`config.mk`:
```
export PLATFORM = sky130hd
export DESIGN_NAME = epoch_seconds_to_civil_datetime_core
export DESIGN_NICKNAME = d
export VERILOG_FILES = /design/src/rtl/ecdt_pkg.sv /design/src/rtl/epoch_seconds_to_civil_datetime_core.sv
export SDC_FILE = /design/constraint.sdc
export NUM_CORES = 2
export LEC_CHECK = 0
export ABC_AREA = 1
export BUFFER_PORTS_ARGS = -buffer_cell sky130_fd_sc_hd__buf_2
export CAP_MARGIN = 20
export CELL_PAD_IN_SITES_DETAIL_PLACEMENT = 1
export CELL_PAD_IN_SITES_GLOBAL_PLACEMENT = 2
export CORE_MARGIN = 4
export CORE_UTILIZATION = 43
export DETAILED_ROUTE_END_ITERATION = 10
export HOLD_SLACK_MARGIN = 0.08
export PLACE_DENSITY = 0.78
export SKIP_LAST_GASP = 1
export SYNTH_ARGS = -nofsm -noshare
export SYNTH_HDL_FRONTEND = slang
export SYNTH_SLANG_ARGS = --single-unit
```
`constraint.sdc`:
```
create_clock -name i_clk -period 36 [get_ports i_clk]
set_clock_uncertainty 0.2 [all_clocks]
set_input_delay 1.8 -clock i_clk [delete_from_list [all_inputs] [get_ports i_clk]]
set_output_delay 1.8 -clock i_clk [all_outputs]
set_load 0.02 [all_outputs]
```
`src/rtl/ecdt_pkg.sv`:
```
// ----------------------------------------------------------------------------
// ecdt_pkg
// Constants, types and small tables for the epoch seconds to civil date and
// time pipeline.
// ----------------------------------------------------------------------------
`default_nettype none

package ecdt_pkg;

    localparam int unsigned IN_W = 39;

    // Input window, expressed on the biased scale (input + 2^38).
    localparam logic [IN_W-1:0] SIGN_BIT = 39'h40_0000_0000;
    localparam logic [IN_W-1:0] BIAS_LO  = 39'd212710687744;
    localparam logic [IN_W-1:0] BIAS_HI  = 39'd528280207743;

    // Seconds per day is 2^7 * 675: the low seven bits pass straight into
    // the second of day and the rest is divided by 675.
    localparam int unsigned DAY_SHIFT  = 7;
    localparam logic [31:0] DAY_RECIP  = 32'd3257812230;  // floor(2^41 / 675)
    localparam int unsigned DAY_RSHIFT = 41;
    localparam logic [9:0]  DAY_DIV    = 10'd675;

    // Shift from days since 0000-01-01 to days since March 1 of year -400.
    localparam logic [22:0] MARCH_OFS  = 23'd146037;

    localparam logic [17:0] ERA_DAYS   = 18'd146097;
    localparam logic [5:0]  ERA_RECIP  = 6'd57;           // floor(2^23 / 146097)
    localparam logic [17:0] ERA_LAST   = 18'd146096;

    localparam logic [10:0] QUAD_DAYS  = 11'd1460;
    localparam logic [7:0]  QUAD_RECIP = 8'd179;          // floor(2^18 / 1460)
    localparam logic [17:0] CENT_DAYS  = 18'd36524;

    localparam logic [8:0]  YEAR_DAYS  = 9'd365;
    localparam logic [9:0]  YEAR_RECIP = 10'd718;         // floor(2^18 / 365)

    localparam logic [7:0]  MP_DAYS    = 8'd153;
    localparam logic [3:0]  MP_RECIP   = 4'd13;           // floor(2^11 / 153)

    localparam logic [5:0]  SIXTY      = 6'd60;
    localparam logic [11:0] MIN_RECIP  = 12'd2184;        // floor(2^17 / 60)
    localparam logic [5:0]  HOUR_RECIP = 6'd34;           // floor(2^11 / 60)

    typedef struct packed {
        logic [4:0] hour;
        logic [5:0] minute;
        logic [5:0] second;
    } t_tod;

    // Day of the March-based year on which each month starts.
    function automatic logic [8:0] month_start(input logic [3:0] mp);
        logic [8:0] v;
        case (mp)
            4'd0:    v = 9'd0;
            4'd1:    v = 9'd31;
            4'd2:    v = 9'd61;
            4'd3:    v = 9'd92;
            4'd4:    v = 9'd122;
            4'd5:    v = 9'd153;
            4'd6:    v = 9'd184;
            4'd7:    v = 9'd214;
            4'd8:    v = 9'd245;
            4'd9:    v = 9'd275;
            4'd10:   v = 9'd306;
            4'd11:   v = 9'd337;
            default: v = 9'd0;
        endcase
        return v;
    endfunction

endpackage

`default_nettype wire

```
`src/rtl/epoch_seconds_to_civil_datetime_core.sv`:
```
// ----------------------------------------------------------------------------
// epoch_seconds_to_civil_datetime_core
// Converts signed seconds since 1970-01-01 00:00:00 into proleptic Gregorian
// year, month, day, hour, minute and second.
// ----------------------------------------------------------------------------
// Usage:
//   The input channel (i_valid, o_stall, i_epoch_seconds) takes one item per
//   cycle while the output is not stalled. The output channel (o_valid,
//   i_stall, o_year .. o_out_of_range) gives exactly one result item per
//   input item, in order. There are 17 register stages, the first loaded at
//   the accepting edge. Throughput is one item per cycle while the output is
//   not stalled; every division by a constant is a reciprocal multiply in one
//   stage, a residual in the next and a single correction after that, which
//   sets the stage count.
//   Inputs outside 0000-01-01 00:00:00 to 9999-12-31 23:59:59 set
//   o_out_of_range and zero every date and time field.
//   Reset clears all valid bits; the pipeline comes up empty. While the
//   receiver stalls a held result, the whole pipeline freezes and o_stall is
//   raised to the sender; nothing is dropped or repeated. Bubbles ahead of a
//   stalled result are not squeezed out.
// ----------------------------------------------------------------------------
`default_nettype none

module epoch_seconds_to_civil_datetime_core (
    input  wire logic               i_clk,
    input  wire logic               i_rst_n,
    input  wire logic               i_valid,
    output logic                    o_stall,
    input  wire logic signed [38:0] i_epoch_seconds,
    output logic                    o_valid,
    input  wire logic               i_stall,
    output logic [13:0]             o_year,
    output logic [3:0]              o_month,
    output logic [4:0]              o_day,
    output logic [4:0]              o_hour,
    output logic [5:0]              o_minute,
    output logic [5:0]              o_second,
    output logic                    o_out_of_range
);

    localparam int unsigned NUM_STAGES = 17;

    logic advance;

    logic [NUM_STAGES-1:0] r_vld;
    logic [NUM_STAGES-2:0] r_oor;

    // Stage registers.
    logic [31:0] r1_u;
    logic [6:0]  r1_lo7;
    logic [22:0] r2_qe;
    logic [31:0] r2_u;
    logic [6:0]  r2_lo7;
    logic [22:0] r3_qe;
    logic [10:0] r3_rem;
    logic [6:0]  r3_lo7;
    logic [22:0] r4_z;
    logic [16:0] r4_sod;
    logic [22:0] r5_z;
    logic [5:0]  r5_era_e;
    logic [16:0] r5_sod;
    logic [10:0] r5_mt_e;
    logic [18:0] r6_doe_r;
    logic [5:0]  r6_era_e;
    logic [6:0]  r6_sr;
    logic [10:0] r6_mt_e;
    logic [5:0]  r7_era;
    logic [17:0] r7_doe;
    logic [10:0] r7_mtot;
    logic [5:0]  r7_sec;
    logic [5:0]  r8_era;
    logic [17:0] r8_doe;
    logic [7:0]  r8_c1460_e;
    logic [2:0]  r8_c36524;
    logic        r8_c146096;
    logic [10:0] r8_mtot;
    logic [5:0]  r8_hour_e;
    logic [5:0]  r8_sec;
    logic [5:0]  r9_era;
    logic [17:0] r9_doe;
    logic [7:0]  r9_c1460_e;
    logic [11:0] r9_r1460;
    logic [2:0]  r9_c36524;
    logic        r9_c146096;
    logic [5:0]  r9_hour_e;
    logic [6:0]  r9_mr;
    logic [5:0]  r9_sec;
    logic [5:0]  r10_era;
    logic [17:0] r10_doe;
    logic [17:0] r10_n;
    ecdt_pkg::t_tod r10_tod;
    logic [5:0]  r11_era;
    logic [17:0] r11_doe;
    logic [17:0] r11_n;
    logic [9:0]  r11_ye;
    ecdt_pkg::t_tod r11_tod;
    logic [5:0]  r12_era;
    logic [17:0] r12_doe;
    logic [9:0]  r12_ye;
    logic [9:0]  r12_yr;
    ecdt_pkg::t_tod r12_tod;
    logic [5:0]  r13_era;
    logic [17:0] r13_doe;
    logic [8:0]  r13_yoe;
    ecdt_pkg::t_tod r13_tod;
    logic [5:0]  r14_era;
    logic [8:0]  r14_yoe;
    logic [8:0]  r14_doy;
    ecdt_pkg::t_tod r14_tod;
    logic [5:0]  r15_era;
    logic [8:0]  r15_yoe;
    logic [8:0]  r15_doy;
    logic [11:0] r15_x;
    logic [4:0]  r15_mp_e;
    ecdt_pkg::t_tod r15_tod;
    logic [5:0]  r16_era;
    logic [8:0]  r16_yoe;
    logic [8:0]  r16_doy;
    logic [4:0]  r16_mp_e;
    logic [8:0]  r16_mr2;
    ecdt_pkg::t_tod r16_tod;
    logic [13:0] r_year;
    logic [3:0]  r_month;
    logic [4:0]  r_day;
    ecdt_pkg::t_tod r_tod;
    logic        r_oor_out;

    // Next values and combinational helpers.
    logic [38:0] s1_biased;
    logic [38:0] n1_t;
    logic        n1_oor;
    logic [63:0] n2_prod;
    logic [32:0] s3_p;
    logic [31:0] s3_diff;
    logic        s4_ge;
    logic [22:0] s4_days;
    logic [9:0]  s4_rr;
    logic [28:0] s5_pz;
    logic [28:0] s5_ps;
    logic [23:0] s6_pe;
    logic [23:0] s6_de;
    logic [16:0] s6_pm;
    logic [16:0] s6_dm;
    logic        s7_ge_e;
    logic        s7_ge_m;
    logic [18:0] s7_doe;
    logic [6:0]  s7_sec;
    logic [25:0] s8_pq;
    logic [16:0] s8_ph;
    logic [18:0] s9_pq;
    logic [18:0] s9_dq;
    logic [11:0] s9_ph;
    logic [11:0] s9_dh;
    logic        s10_ge_q;
    logic        s10_ge_h;
    logic [7:0]  s10_c1460;
    logic [6:0]  s10_min;
    logic [27:0] s11_py;
    logic [18:0] s12_py;
    logic [17:0] s12_dy;
    logic [9:0]  s13_yoe;
    logic [1:0]  s14_c100;
    logic [17:0] s14_base;
    logic [17:0] s14_d;
    logic [11:0] s15_x;
    logic [15:0] s15_pm;
    logic [12:0] s16_pm;
    logic [12:0] s16_d;
    logic [4:0]  s17_mp5;
    logic [3:0]  s17_mp;
    logic [8:0]  s17_day9;
    logic [3:0]  s17_month;
    logic [14:0] s17_year;

    assign advance = !(r_vld[NUM_STAGES-1] && i_stall);
    assign o_stall = r_vld[NUM_STAGES-1] && i_stall;

    always_comb begin
        // Stage 1: range check and shift to seconds since year 0.
        s1_biased = $unsigned(i_epoch_seconds) ^ ecdt_pkg::SIGN_BIT;
        n1_oor    = (s1_biased < ecdt_pkg::BIAS_LO) || (s1_biased > ecdt_pkg::BIAS_HI);
        n1_t      = s1_biased - ecdt_pkg::BIAS_LO;

        // Stage 2: day estimate, which is the true quotient or one short.
        n2_prod = 64'(r1_u) * 64'(ecdt_pkg::DAY_RECIP);

        // Stage 3: residual of the day estimate.
        s3_p    = 33'(r2_qe) * 33'(ecdt_pkg::DAY_DIV);
        s3_diff = r2_u - s3_p[31:0];

        // Stage 4: correct the day count and move onto the March-based era.
        s4_ge   = r3_rem >= 11'(ecdt_pkg::DAY_DIV);
        s4_days = r3_qe + 23'(s4_ge);
        s4_rr   = s4_ge ? 10'(r3_rem - 11'(ecdt_pkg::DAY_DIV)) : r3_rem[9:0];

        // Stage 5: era and minute-of-day estimates.
        s5_pz = 29'(r4_z) * 29'(ecdt_pkg::ERA_RECIP);
        s5_ps = 29'(r4_sod) * 29'(ecdt_pkg::MIN_RECIP);

        // Stage 6: residuals.
        s6_pe = 24'(r5_era_e) * 24'(ecdt_pkg::ERA_DAYS);
        s6_de = 24'(r5_z) - s6_pe;
        s6_pm = 17'(r5_mt_e) * 17'(ecdt_pkg::SIXTY);
        s6_dm = r5_sod - s6_pm;

        // Stage 7: corrections.
        s7_ge_e = r6_doe_r >= 19'(ecdt_pkg::ERA_DAYS);
        s7_doe  = s7_ge_e ? (r6_doe_r - 19'(ecdt_pkg::ERA_DAYS)) : r6_doe_r;
        s7_ge_m = r6_sr >= 7'(ecdt_pkg::SIXTY);
        s7_sec  = s7_ge_m ? (r6_sr - 7'(ecdt_pkg::SIXTY)) : r6_sr;

        // Stage 8: four-year and hour estimates.
        s8_pq = 26'(r7_doe) * 26'(ecdt_pkg::QUAD_RECIP);
        s8_ph = 17'(r7_mtot) * 17'(ecdt_pkg::HOUR_RECIP);

        // Stage 9: residuals.
        s9_pq = 19'(r8_c1460_e) * 19'(ecdt_pkg::QUAD_DAYS);
        s9_dq = 19'(r8_doe) - s9_pq;
        s9_ph = 12'(r8_hour_e) * 12'(ecdt_pkg::SIXTY);
        s9_dh = 12'(r8_mtot) - s9_ph;

        // Stage 10: corrections and the leap-day-free day count.
        s10_ge_q  = r9_r1460 >= 12'(ecdt_pkg::QUAD_DAYS);
        s10_c1460 = r9_c1460_e + 8'(s10_ge_q);
        s10_ge_h  = r9_mr >= 7'(ecdt_pkg::SIXTY);
        s10_min   = s10_ge_h ? (r9_mr - 7'(ecdt_pkg::SIXTY)) : r9_mr;

        // Stage 11: year-of-era estimate.
        s11_py = 28'(r10_n) * 28'(ecdt_pkg::YEAR_RECIP);

        // Stage 12: residual.
        s12_py = 19'(r11_ye) * 19'(ecdt_pkg::YEAR_DAYS);
        s12_dy = r11_n - s12_py[17:0];

        // Stage 13: correction.
        s13_yoe = r12_ye + 10'(r12_yr >= 10'(ecdt_pkg::YEAR_DAYS));

        // Stage 14: day of the March-based year.
        s14_c100 = 2'(r13_yoe >= 9'd100) + 2'(r13_yoe >= 9'd200) + 2'(r13_yoe >= 9'd300);
        s14_base = 18'(r13_yoe) * 18'(ecdt_pkg::YEAR_DAYS) + 18'(r13_yoe[8:2])
                   - 18'(s14_c100);
        s14_d    = r13_doe - s14_base;

        // Stage 15: month estimate.
        s15_x  = 12'(r14_doy) * 12'd5 + 12'd2;
        s15_pm = 16'(s15_x) * 16'(ecdt_pkg::MP_RECIP);

        // Stage 16: residual.
        s16_pm = 13'(r15_mp_e) * 13'(ecdt_pkg::MP_DAYS);
        s16_d  = 13'(r15_x) - s16_pm;

        // Stage 17: month, day and year.
        s17_mp5   = r16_mp_e + 5'(r16_mr2 >= 9'(ecdt_pkg::MP_DAYS));
        s17_mp    = s17_mp5[3:0];
        s17_day9  = r16_doy - ecdt_pkg::month_start(s17_mp) + 9'd1;
        s17_month = (s17_mp < 4'd10) ? (s17_mp + 4'd3) : (s17_mp - 4'd9);
        s17_year  = 15'(r16_yoe) + 15'(r16_era) * 15'd400
                    + 15'(s17_month <= 4'd2) - 15'd400;
    end

    always_ff @(posedge i_clk) begin
        if (!i_rst_n) begin
            r_vld <= '0;
        end else if (advance) begin
            r_vld <= {r_vld[NUM_STAGES-2:0], i_valid};
        end
    end

    always_ff @(posedge i_clk) begin
        if (advance) begin
            r_oor <= {r_oor[NUM_STAGES-3:0], n1_oor};

            r1_u   <= n1_t[38:ecdt_pkg::DAY_SHIFT];
            r1_lo7 <= n1_t[ecdt_pkg::DAY_SHIFT-1:0];

            r2_qe  <= n2_prod[63:ecdt_pkg::DAY_RSHIFT];
            r2_u   <= r1_u;
            r2_lo7 <= r1_lo7;

            r3_qe  <= r2_qe;
            r3_rem <= s3_diff[10:0];
            r3_lo7 <= r2_lo7;

            r4_z   <= s4_days + ecdt_pkg::MARCH_OFS;
            r4_sod <= {s4_rr, r3_lo7};

            r5_z     <= r4_z;
            r5_era_e <= s5_pz[28:23];
            r5_sod   <= r4_sod;
            r5_mt_e  <= s5_ps[27:17];

            r6_doe_r <= s6_de[18:0];
            r6_era_e <= r5_era_e;
            r6_sr    <= s6_dm[6:0];
            r6_mt_e  <= r5_mt_e;

            r7_era  <= r6_era_e + 6'(s7_ge_e);
            r7_doe  <= s7_doe[17:0];
            r7_mtot <= r6_mt_e + 11'(s7_ge_m);
            r7_sec  <= s7_sec[5:0];

            r8_era     <= r7_era;
            r8_doe     <= r7_doe;
            r8_c1460_e <= s8_pq[25:18];
            r8_c36524  <= 3'(r7_doe >= ecdt_pkg::CENT_DAYS)
                          + 3'(r7_doe >= 18'd73048)
                          + 3'(r7_doe >= 18'd109572)
                          + 3'(r7_doe >= ecdt_pkg::ERA_LAST);
            r8_c146096 <= r7_doe == ecdt_pkg::ERA_LAST;
            r8_mtot    <= r7_mtot;
            r8_hour_e  <= s8_ph[16:11];
            r8_sec     <= r7_sec;

            r9_era     <= r8_era;
            r9_doe     <= r8_doe;
            r9_c1460_e <= r8_c1460_e;
            r9_r1460   <= s9_dq[11:0];
            r9_c36524  <= r8_c36524;
            r9_c146096 <= r8_c146096;
            r9_hour_e  <= r8_hour_e;
            r9_mr      <= s9_dh[6:0];
            r9_sec     <= r8_sec;

            r10_era        <= r9_era;
            r10_doe        <= r9_doe;
            r10_n          <= r9_doe - 18'(s10_c1460) + 18'(r9_c36524) - 18'(r9_c146096);
            r10_tod.hour   <= 5'(r9_hour_e + 6'(s10_ge_h));
            r10_tod.minute <= s10_min[5:0];
            r10_tod.second <= r9_sec;

            r11_era <= r10_era;
            r11_doe <= r10_doe;
            r11_n   <= r10_n;
            r11_ye  <= s11_py[27:18];
            r11_tod <= r10_tod;

            r12_era <= r11_era;
            r12_doe <= r11_doe;
            r12_ye  <= r11_ye;
            r12_yr  <= s12_dy[9:0];
            r12_tod <= r11_tod;

            r13_era <= r12_era;
            r13_doe <= r12_doe;
            r13_yoe <= s13_yoe[8:0];
            r13_tod <= r12_tod;

            r14_era <= r13_era;
            r14_yoe <= r13_yoe;
            r14_doy <= s14_d[8:0];
            r14_tod <= r13_tod;

            r15_era  <= r14_era;
            r15_yoe  <= r14_yoe;
            r15_doy  <= r14_doy;
            r15_x    <= s15_x;
            r15_mp_e <= s15_pm[15:11];
            r15_tod  <= r14_tod;

            r16_era  <= r15_era;
            r16_yoe  <= r15_yoe;
            r16_doy  <= r15_doy;
            r16_mp_e <= r15_mp_e;
            r16_mr2  <= s16_d[8:0];
            r16_tod  <= r15_tod;

            // An out-of-range item reports zero in every field.
            r_oor_out <= r_oor[NUM_STAGES-2];
            if (r_oor[NUM_STAGES-2]) begin
                r_year  <= '0;
                r_month <= '0;
                r_day   <= '0;
                r_tod   <= '0;
            end else begin
                r_year  <= s17_year[13:0];
                r_month <= s17_month;
                r_day   <= s17_day9[4:0];
                r_tod   <= r16_tod;
            end
        end
    end

    assign o_valid        = r_vld[NUM_STAGES-1];
    assign o_year         = r_year;
    assign o_month        = r_month;
    assign o_day          = r_day;
    assign o_hour         = r_tod.hour;
    assign o_minute       = r_tod.minute;
    assign o_second       = r_tod.second;
    assign o_out_of_range = r_oor_out;

    a_stall_only_when_full: assert property (@(posedge i_clk) disable iff (!i_rst_n)
        o_stall |-> o_valid)
        else $error("input stalled while the output stage is empty");

    a_accept_enters: assert property (@(posedge i_clk) disable iff (!i_rst_n)
        (i_valid && !o_stall) |=> r_vld[0])
        else $error("accepted item did not enter the first stage");

    a_date_ranges: assert property (@(posedge i_clk) disable iff (!i_rst_n)
        (o_valid && !o_out_of_range) |->
        (o_month >= 4'd1 && o_month <= 4'd12 && o_day >= 5'd1 && o_day <= 5'd31
         && o_year <= 14'd9999))
        else $error("date field out of its range");

    a_time_ranges: assert property (@(posedge i_clk) disable iff (!i_rst_n)
        o_valid |-> (o_hour <= 5'd23 && o_minute <= 6'd59 && o_second <= 6'd59))
        else $error("time field out of its range");

    a_oor_zero: assert property (@(posedge i_clk) disable iff (!i_rst_n)
        (o_valid && o_out_of_range) |->
        (o_year == '0 && o_month == '0 && o_day == '0 && o_hour == '0
         && o_minute == '0 && o_second == '0))
        else $error("out-of-range item carries nonzero fields");

endmodule

`default_nettype wire
```
; Word level (Yosys, flattened, before mapping)
; Memory sizes are Yosys's and may differ from the RTL's.
; Index checks and enable logic that the tools add are counted.
; W data, S select, Z words.
[word_totals]
n_memories = 1
latchBits = 0
register_bits = 819
out_inout_bits = 43
ram_bits = 0
romBits = 144
[memory_table]
columns = memory, words, word_bits, rd, rd_ports_with_merged_regs, write_ports, line
row1 = (name not given), 16, 9, 1, 0, 0, ecdt_pkg.sv:54  ; case (mp)
[classes]
mul = 17
add_sub_neg = 39
n_eq_ne = 1
n_mux = 5
shift = 0
magnitude_cmp = 18
n_reduce_logical = 2
div_mod_pow = 0
n_bitwise = 1
[ops]
columns = operator, count
row1 = $mul A32 B31 Y63 const B, 1
row2 = $gt A39 B39 Y1 const B, 1
row3 = $lt A39 B38 Y1 const B, 1
row4 = $sub A39 B38 Y39 const B, 1
row5 = $ge A18 B17 Y1 const B, 2
row6 = $mul A23 B6 Y29 const B, 1
row7 = $mul A18 B9 Y27 const B, 1
row8 = $mul A18 B8 Y26 const B, 1
row9 = $mul A17 B9 Y25 const B, 1
row10 = $add A23 B1 Y23, 1
row11 = $add A23 B18 Y23 const B, 1
row12 = $mul A23 B10 Y11 const B, 1
row13 = $ge A19 B18 Y1 const B, 1
row14 = $mul A6 B18 Y19 const B, 1
row15 = $sub A19 B19 Y19, 1
row16 = $add A18 B3 Y18, 1
row17 = $eq A18 B18 Y1 const B, 1
row18 = $ge A18 B16 Y1 const B, 1
row19 = $ge A18 B18 Y1 const B, 1
row20 = $ge A9 B8 Y1 const B, 2
row21 = $mux W18, 1
row22 = $sub A18 B1 Y18, 1
row23 = $sub A18 B18 Y18 const B, 1
row24 = $sub A18 B8 Y18, 1
row25 = other kinds (51), 57

; Logic depth before layout (Yosys ltp)
[depth]
depth_word = 7
mapped_depth = 27

; Least setup slack after synthesis
; No wires, ideal clock.
[synth_timing]
path_type = input to register
from = input i_stall
to = register r_vld[16]
cell_stages = 3
setup_ns = 1.189
n_path_buf = 1
arrival_time_ns = 24.600
t_required_ns = 34.611
slack_ns = 10.011
cell_sequence = nand2_1 clkbuf_1 a21boi_0
[synth_between]
elab_chain_cells = 1
[synth_lines]
columns = element, line
row1 = "start, declared", epoch_seconds_to_civil_datetime_core.sv:31  ; input wire logic i_stall,
row2 = $logic_and A1 B1 Y1, epoch_seconds_to_civil_datetime_core.sv:175  ; assign advance = !(r_vld[NUM_STAGES-1] && i_stall);
row3 = "end signal, assigned", epoch_seconds_to_civil_datetime_core.sv:265  ; r_vld <= {r_vld[NUM_STAGES-2:0], i_valid};
row4 = "end, declared", epoch_seconds_to_civil_datetime_core.sv:45  ; logic [NUM_STAGES-1:0] r_vld;
; No other way between the ends.
; A chain may end at the register's enable or synchronous reset.

; Final worst setup path
[layout_timing]
from = register r1_u[6]
to = register r2_qe[22] (data pin)
[layout_between]
elab_chain_cells = 1
[layout_lines]
columns = element, line
row1 = "start, declared", epoch_seconds_to_civil_datetime_core.sv:49  ; logic [31:0] r1_u;
row2 = "start signal, assigned", epoch_seconds_to_civil_datetime_core.sv:273  ; r1_u <= n1_t[38:ecdt_pkg::DAY_SHIFT];
row3 = $mul A32 B31 Y63, epoch_seconds_to_civil_datetime_core.sv:185  ; n2_prod = 64'(r1_u) * 64'(ecdt_pkg::DAY_RECIP);
row4 = net n2_prod[63], epoch_seconds_to_civil_datetime_core.sv:132  ; logic [63:0] n2_prod;
row5 = "end signal, assigned", epoch_seconds_to_civil_datetime_core.sv:276  ; r2_qe <= n2_prod[63:ecdt_pkg::DAY_RSHIFT];
row6 = "end, declared", epoch_seconds_to_civil_datetime_core.sv:51  ; logic [22:0] r2_qe;
; The timed path passes the listed nets, and every way through them passes these cells.

==> results.rst <==
.. list-table::
   :header-rows: 1

   * - Metric
     - Value
   * - RSZ-0062 raised after global routing
     - false
   * - Final Critical Period
     - around 7.1 ns
   * - # nets final
     - between 8000 and 9000
   * - CTS tree
     - built
   * - Max stage delay on crit path
     - between 0.6 and 0.7 ns
   * - WP data arrival
     - about 7.3 ns
   * - Number of buffers created by CTS
     - 95
   * - Hold buffers post-CTS
     - 0
   * - WHS
     - 0.160 ns
   * - Sequential cell area fraction in the yosys report
     - between 30% and 40%
   * - RD Place Congestion
     - about 0.94
   * - Most used cell, CP
     - sky130_fd_sc_hd__fa_1
   * - Sum of buffers and inverters on the critical path
     - 4
   * - DRT Wirelength
     - ~170000 um
   * - Count of final hold-check violations
     - 0
   * - Final core utilization
     - a little under half
   * - Number of global-route vias before repair
     - approximately 50000
   * - Mapped cell area
     - approximately 0.069 mm2
   * - Cells taking the most area after synthesis
     - sky130_fd_sc_hd__edfxtp_1 35%, sky130_fd_sc_hd__ha_1 20%, sky130_fd_sc_hd__fa_1 15%
   * - Share of flip-flops with an asynchronous set or reset
     - 0%
   * - Leading cell types by count after synthesis
     - 1599 x sky130_fd_sc_hd__inv_1, 1203 x sky130_fd_sc_hd__nand2_1, 1078 x sky130_fd_sc_hd__ha_1
   * - Element type at the critical path end
     - register
   * - GRT Resource Usage Total
     - a little over a fifth
   * - Area of the core
     - ~0.16 mm2
   * - Buffer cell driving the clock tree root
     - sky130_fd_sc_hd__clkbuf_16
   * - Antenna Violating Nets Remaining
     - 0
   * - Count of buffers inserted at the top-level ports
     - 85
   * - Top achievable clock speed
     - about 140 MHz
   * - Number of synthesized flops with an enable pin
     - ~800
   * - Number of warnings issued by yosys
     - 0
   * - Max-cap violations
     - 0
   * - Most used flip-flop cell after synthesis
     - sky130_fd_sc_hd__edfxtp_1
   * - Mean routed wirelength per cell
     - about 19 um
   * - Crit-path cells
     - fa_1, ha_1, inv_1, fa_1, fa_1, fa_1, inv_1, fa_1, fa_1, inv_1, fa_1, inv_1, ha_1, nand2_1, nor2_1, nand2_1, nor3_1, nand2_1, nand2_1, nand2_1, nand3_1, nand2_1
   * - Router iterations before antenna repair
     - 5
   * - Post-route clock period utilization
     - between 10% and 20%
   * - Later-pin clock latency in the skew report
     - 0.76 ns
   * - Synth cell types
     - 54
   * - Fraction of layout cells with a size suffix above 1
     - roughly 3.9%
   * - Initial Util
     - between 40% and 50%
   * - Vertical extent of the die
     - between 400 and 500 um
   * - Post-cts resize count
     - 0
   * - Kind of cell with the highest combined delay on the critical path
     - adder cells
   * - Overflow after GRT
     - 0
   * - Setup TNS after final layout
     - 0 ns
   * - Data required time at the worst endpoint
     - roughly 36 ns
   * - Area Growth Syn to Fin
     - 9.43%
   * - Max H-tree Level
     - 3
   * - Post-placement cell area
     - ~0.072 mm2
   * - Setup violation total in the final timing report
     - 0
   * - Die Outline Area
     - 0.166 mm2
   * - CP max stage cell
     - sky130_fd_sc_hd__edfxtp_1
   * - Width of the die
     - 408 um
   * - Number of instances in the synthesized netlist
     - approximately 6900
   * - Post-route cell area
     - around 0.075 mm2
   * - Slew at the pin closest to its max-slew limit
     - around 1.1 ns
   * - Via density per instance
     - approximately 5
   * - Total half-perimeter wirelength after legalization and detailed placement
     - 146000 um
   * - Maximum number of buffers from clock root to sink
     - 3
   * - Final max-slew violation count
     - 0
   * - Sinks on Clock Net
     - 816
   * - Most frequently used cell type in the post-synthesis netlist
     - sky130_fd_sc_hd__inv_1
   * - Largest net degree at the start of global routing
     - ~190
   * - Remaining DRCs
     - 0
   * - DRC marker count from the first detailed-route iteration
     - 2140
   * - Standard-cell rows
     - 146
   * - Hold Crit Class
     - register to register
   * - Post-CTS setup buffer count
     - 0
   * - Total of flip-flops plus latches after synthesis
     - 816
   * - Library cell occupying the most area in the post-synthesis netlist
     - sky130_fd_sc_hd__edfxtp_1
   * - Largest fanout on the critical path
     - 11
   * - Critical setup path kind
     - register to register
   * - Post-synthesis net count
     - roughly 8600
   * - Outcome
     - completed
   * - Clock-pin transition on the worst setup and hold timing paths
     - 0.07 ns
   * - Synth top area share
     - 35.0%
   * - Global-route wire length before repair
     - between 200000 and 300000 um
   * - Average cell area after synthesis
     - 9.88 um2
   * - Antenna violations before repair
     - 2
   * - Total number of vias
     - around 46000
   * - Crit start category
     - register
   * - Slew headroom
     - approximately a quarter
   * - I/O Pins
     - 86
## logic make-up after synthesis
logic type,share of synthesized area (%)
AO/OA/AOI/OAI,4.83
XOR/XNOR,3.25
adder cells (fa/ha/maj),35.0
buffers and inverters,8.91
flip-flops,35.5
multiplexers,0.0328
AND/OR/NAND/NOR,12.5
## stage by stage
step	cells	setup WS, ns
CTS	9272	28.96
finish	9273	28.95
floorplan	6946	10.01
global placement	9095	29.08
detailed placement	9095	29.04
global route	9272	28.64
## registers in the layout (all words and copies together) (netlist names), 18 cells and up
name      count
r3_qe        23
r5_z         19
r2_qe        23
r10_n        18
r1_u         32
r8_doe       18
r9_doe       18
r6_doe_r     19
r4_z         23
r7_doe       18
## layer usage
| layer | vias to the layer above | share of wire (%) | GRT usage (%) |
|---|---|---|---|
| met2 | 503 | 49 | 37.0 |
| met5 | - | 0 | 0 |
| li1 | 22795 | - | - |
| met3 | 138 | 3.6 | 2.95 |
| met4 | 0 | 1.7 | 4.18 |
| met1 | 22947 | 46 | 28.5 |
## area by class of cell
| cell class | count | area (um2) |
|---|---|---|
| multi-input cells | 4510 | 38200 |
| well taps | 2072 | 2590 |
| inverters | 1602 | 6010 |
| clock buffers | 105 | 2410 |
| diodes | 1 | 2.50 |
| fillers | 17811 | 83500 |
| flip-flops and latches | 816 | 24300 |
| repair buffers | 95 | 526 |
| clock inverters | 72 | 1030 |
## cell usage in the layout, fill, tap and decap left out, types with 85 or more instances in the layout
cell type	count
sky130_fd_sc_hd__a21oi_1	266
sky130_fd_sc_hd__ha_1	1078
sky130_fd_sc_hd__nand4_1	86
sky130_fd_sc_hd__buf_2	85
sky130_fd_sc_hd__xor2_1	174
sky130_fd_sc_hd__clkbuf_16	95
sky130_fd_sc_hd__nand2_1	1202
sky130_fd_sc_hd__inv_1	1599
sky130_fd_sc_hd__nor2_1	368
sky130_fd_sc_hd__edfxtp_1	799
sky130_fd_sc_hd__nand3_1	268
sky130_fd_sc_hd__o21ai_0	172
sky130_fd_sc_hd__fa_1	527
## final timing paths
kind	from	endpoint	slack, ns	depth (start not counted)
setup / recovery	r1_u[6]	r2_qe[22]	28.95	22
hold / removal	r7_sec[4]	r8_sec[4]	0.16	0
setup reg to reg	r1_u[6]	r2_qe[22]	28.95	22
hold reg to reg	r7_sec[4]	r8_sec[4]	0.16	0
Power is not shown: default switching activity piles up to over one toggle a cycle in this logic, so the estimate is an artifact.
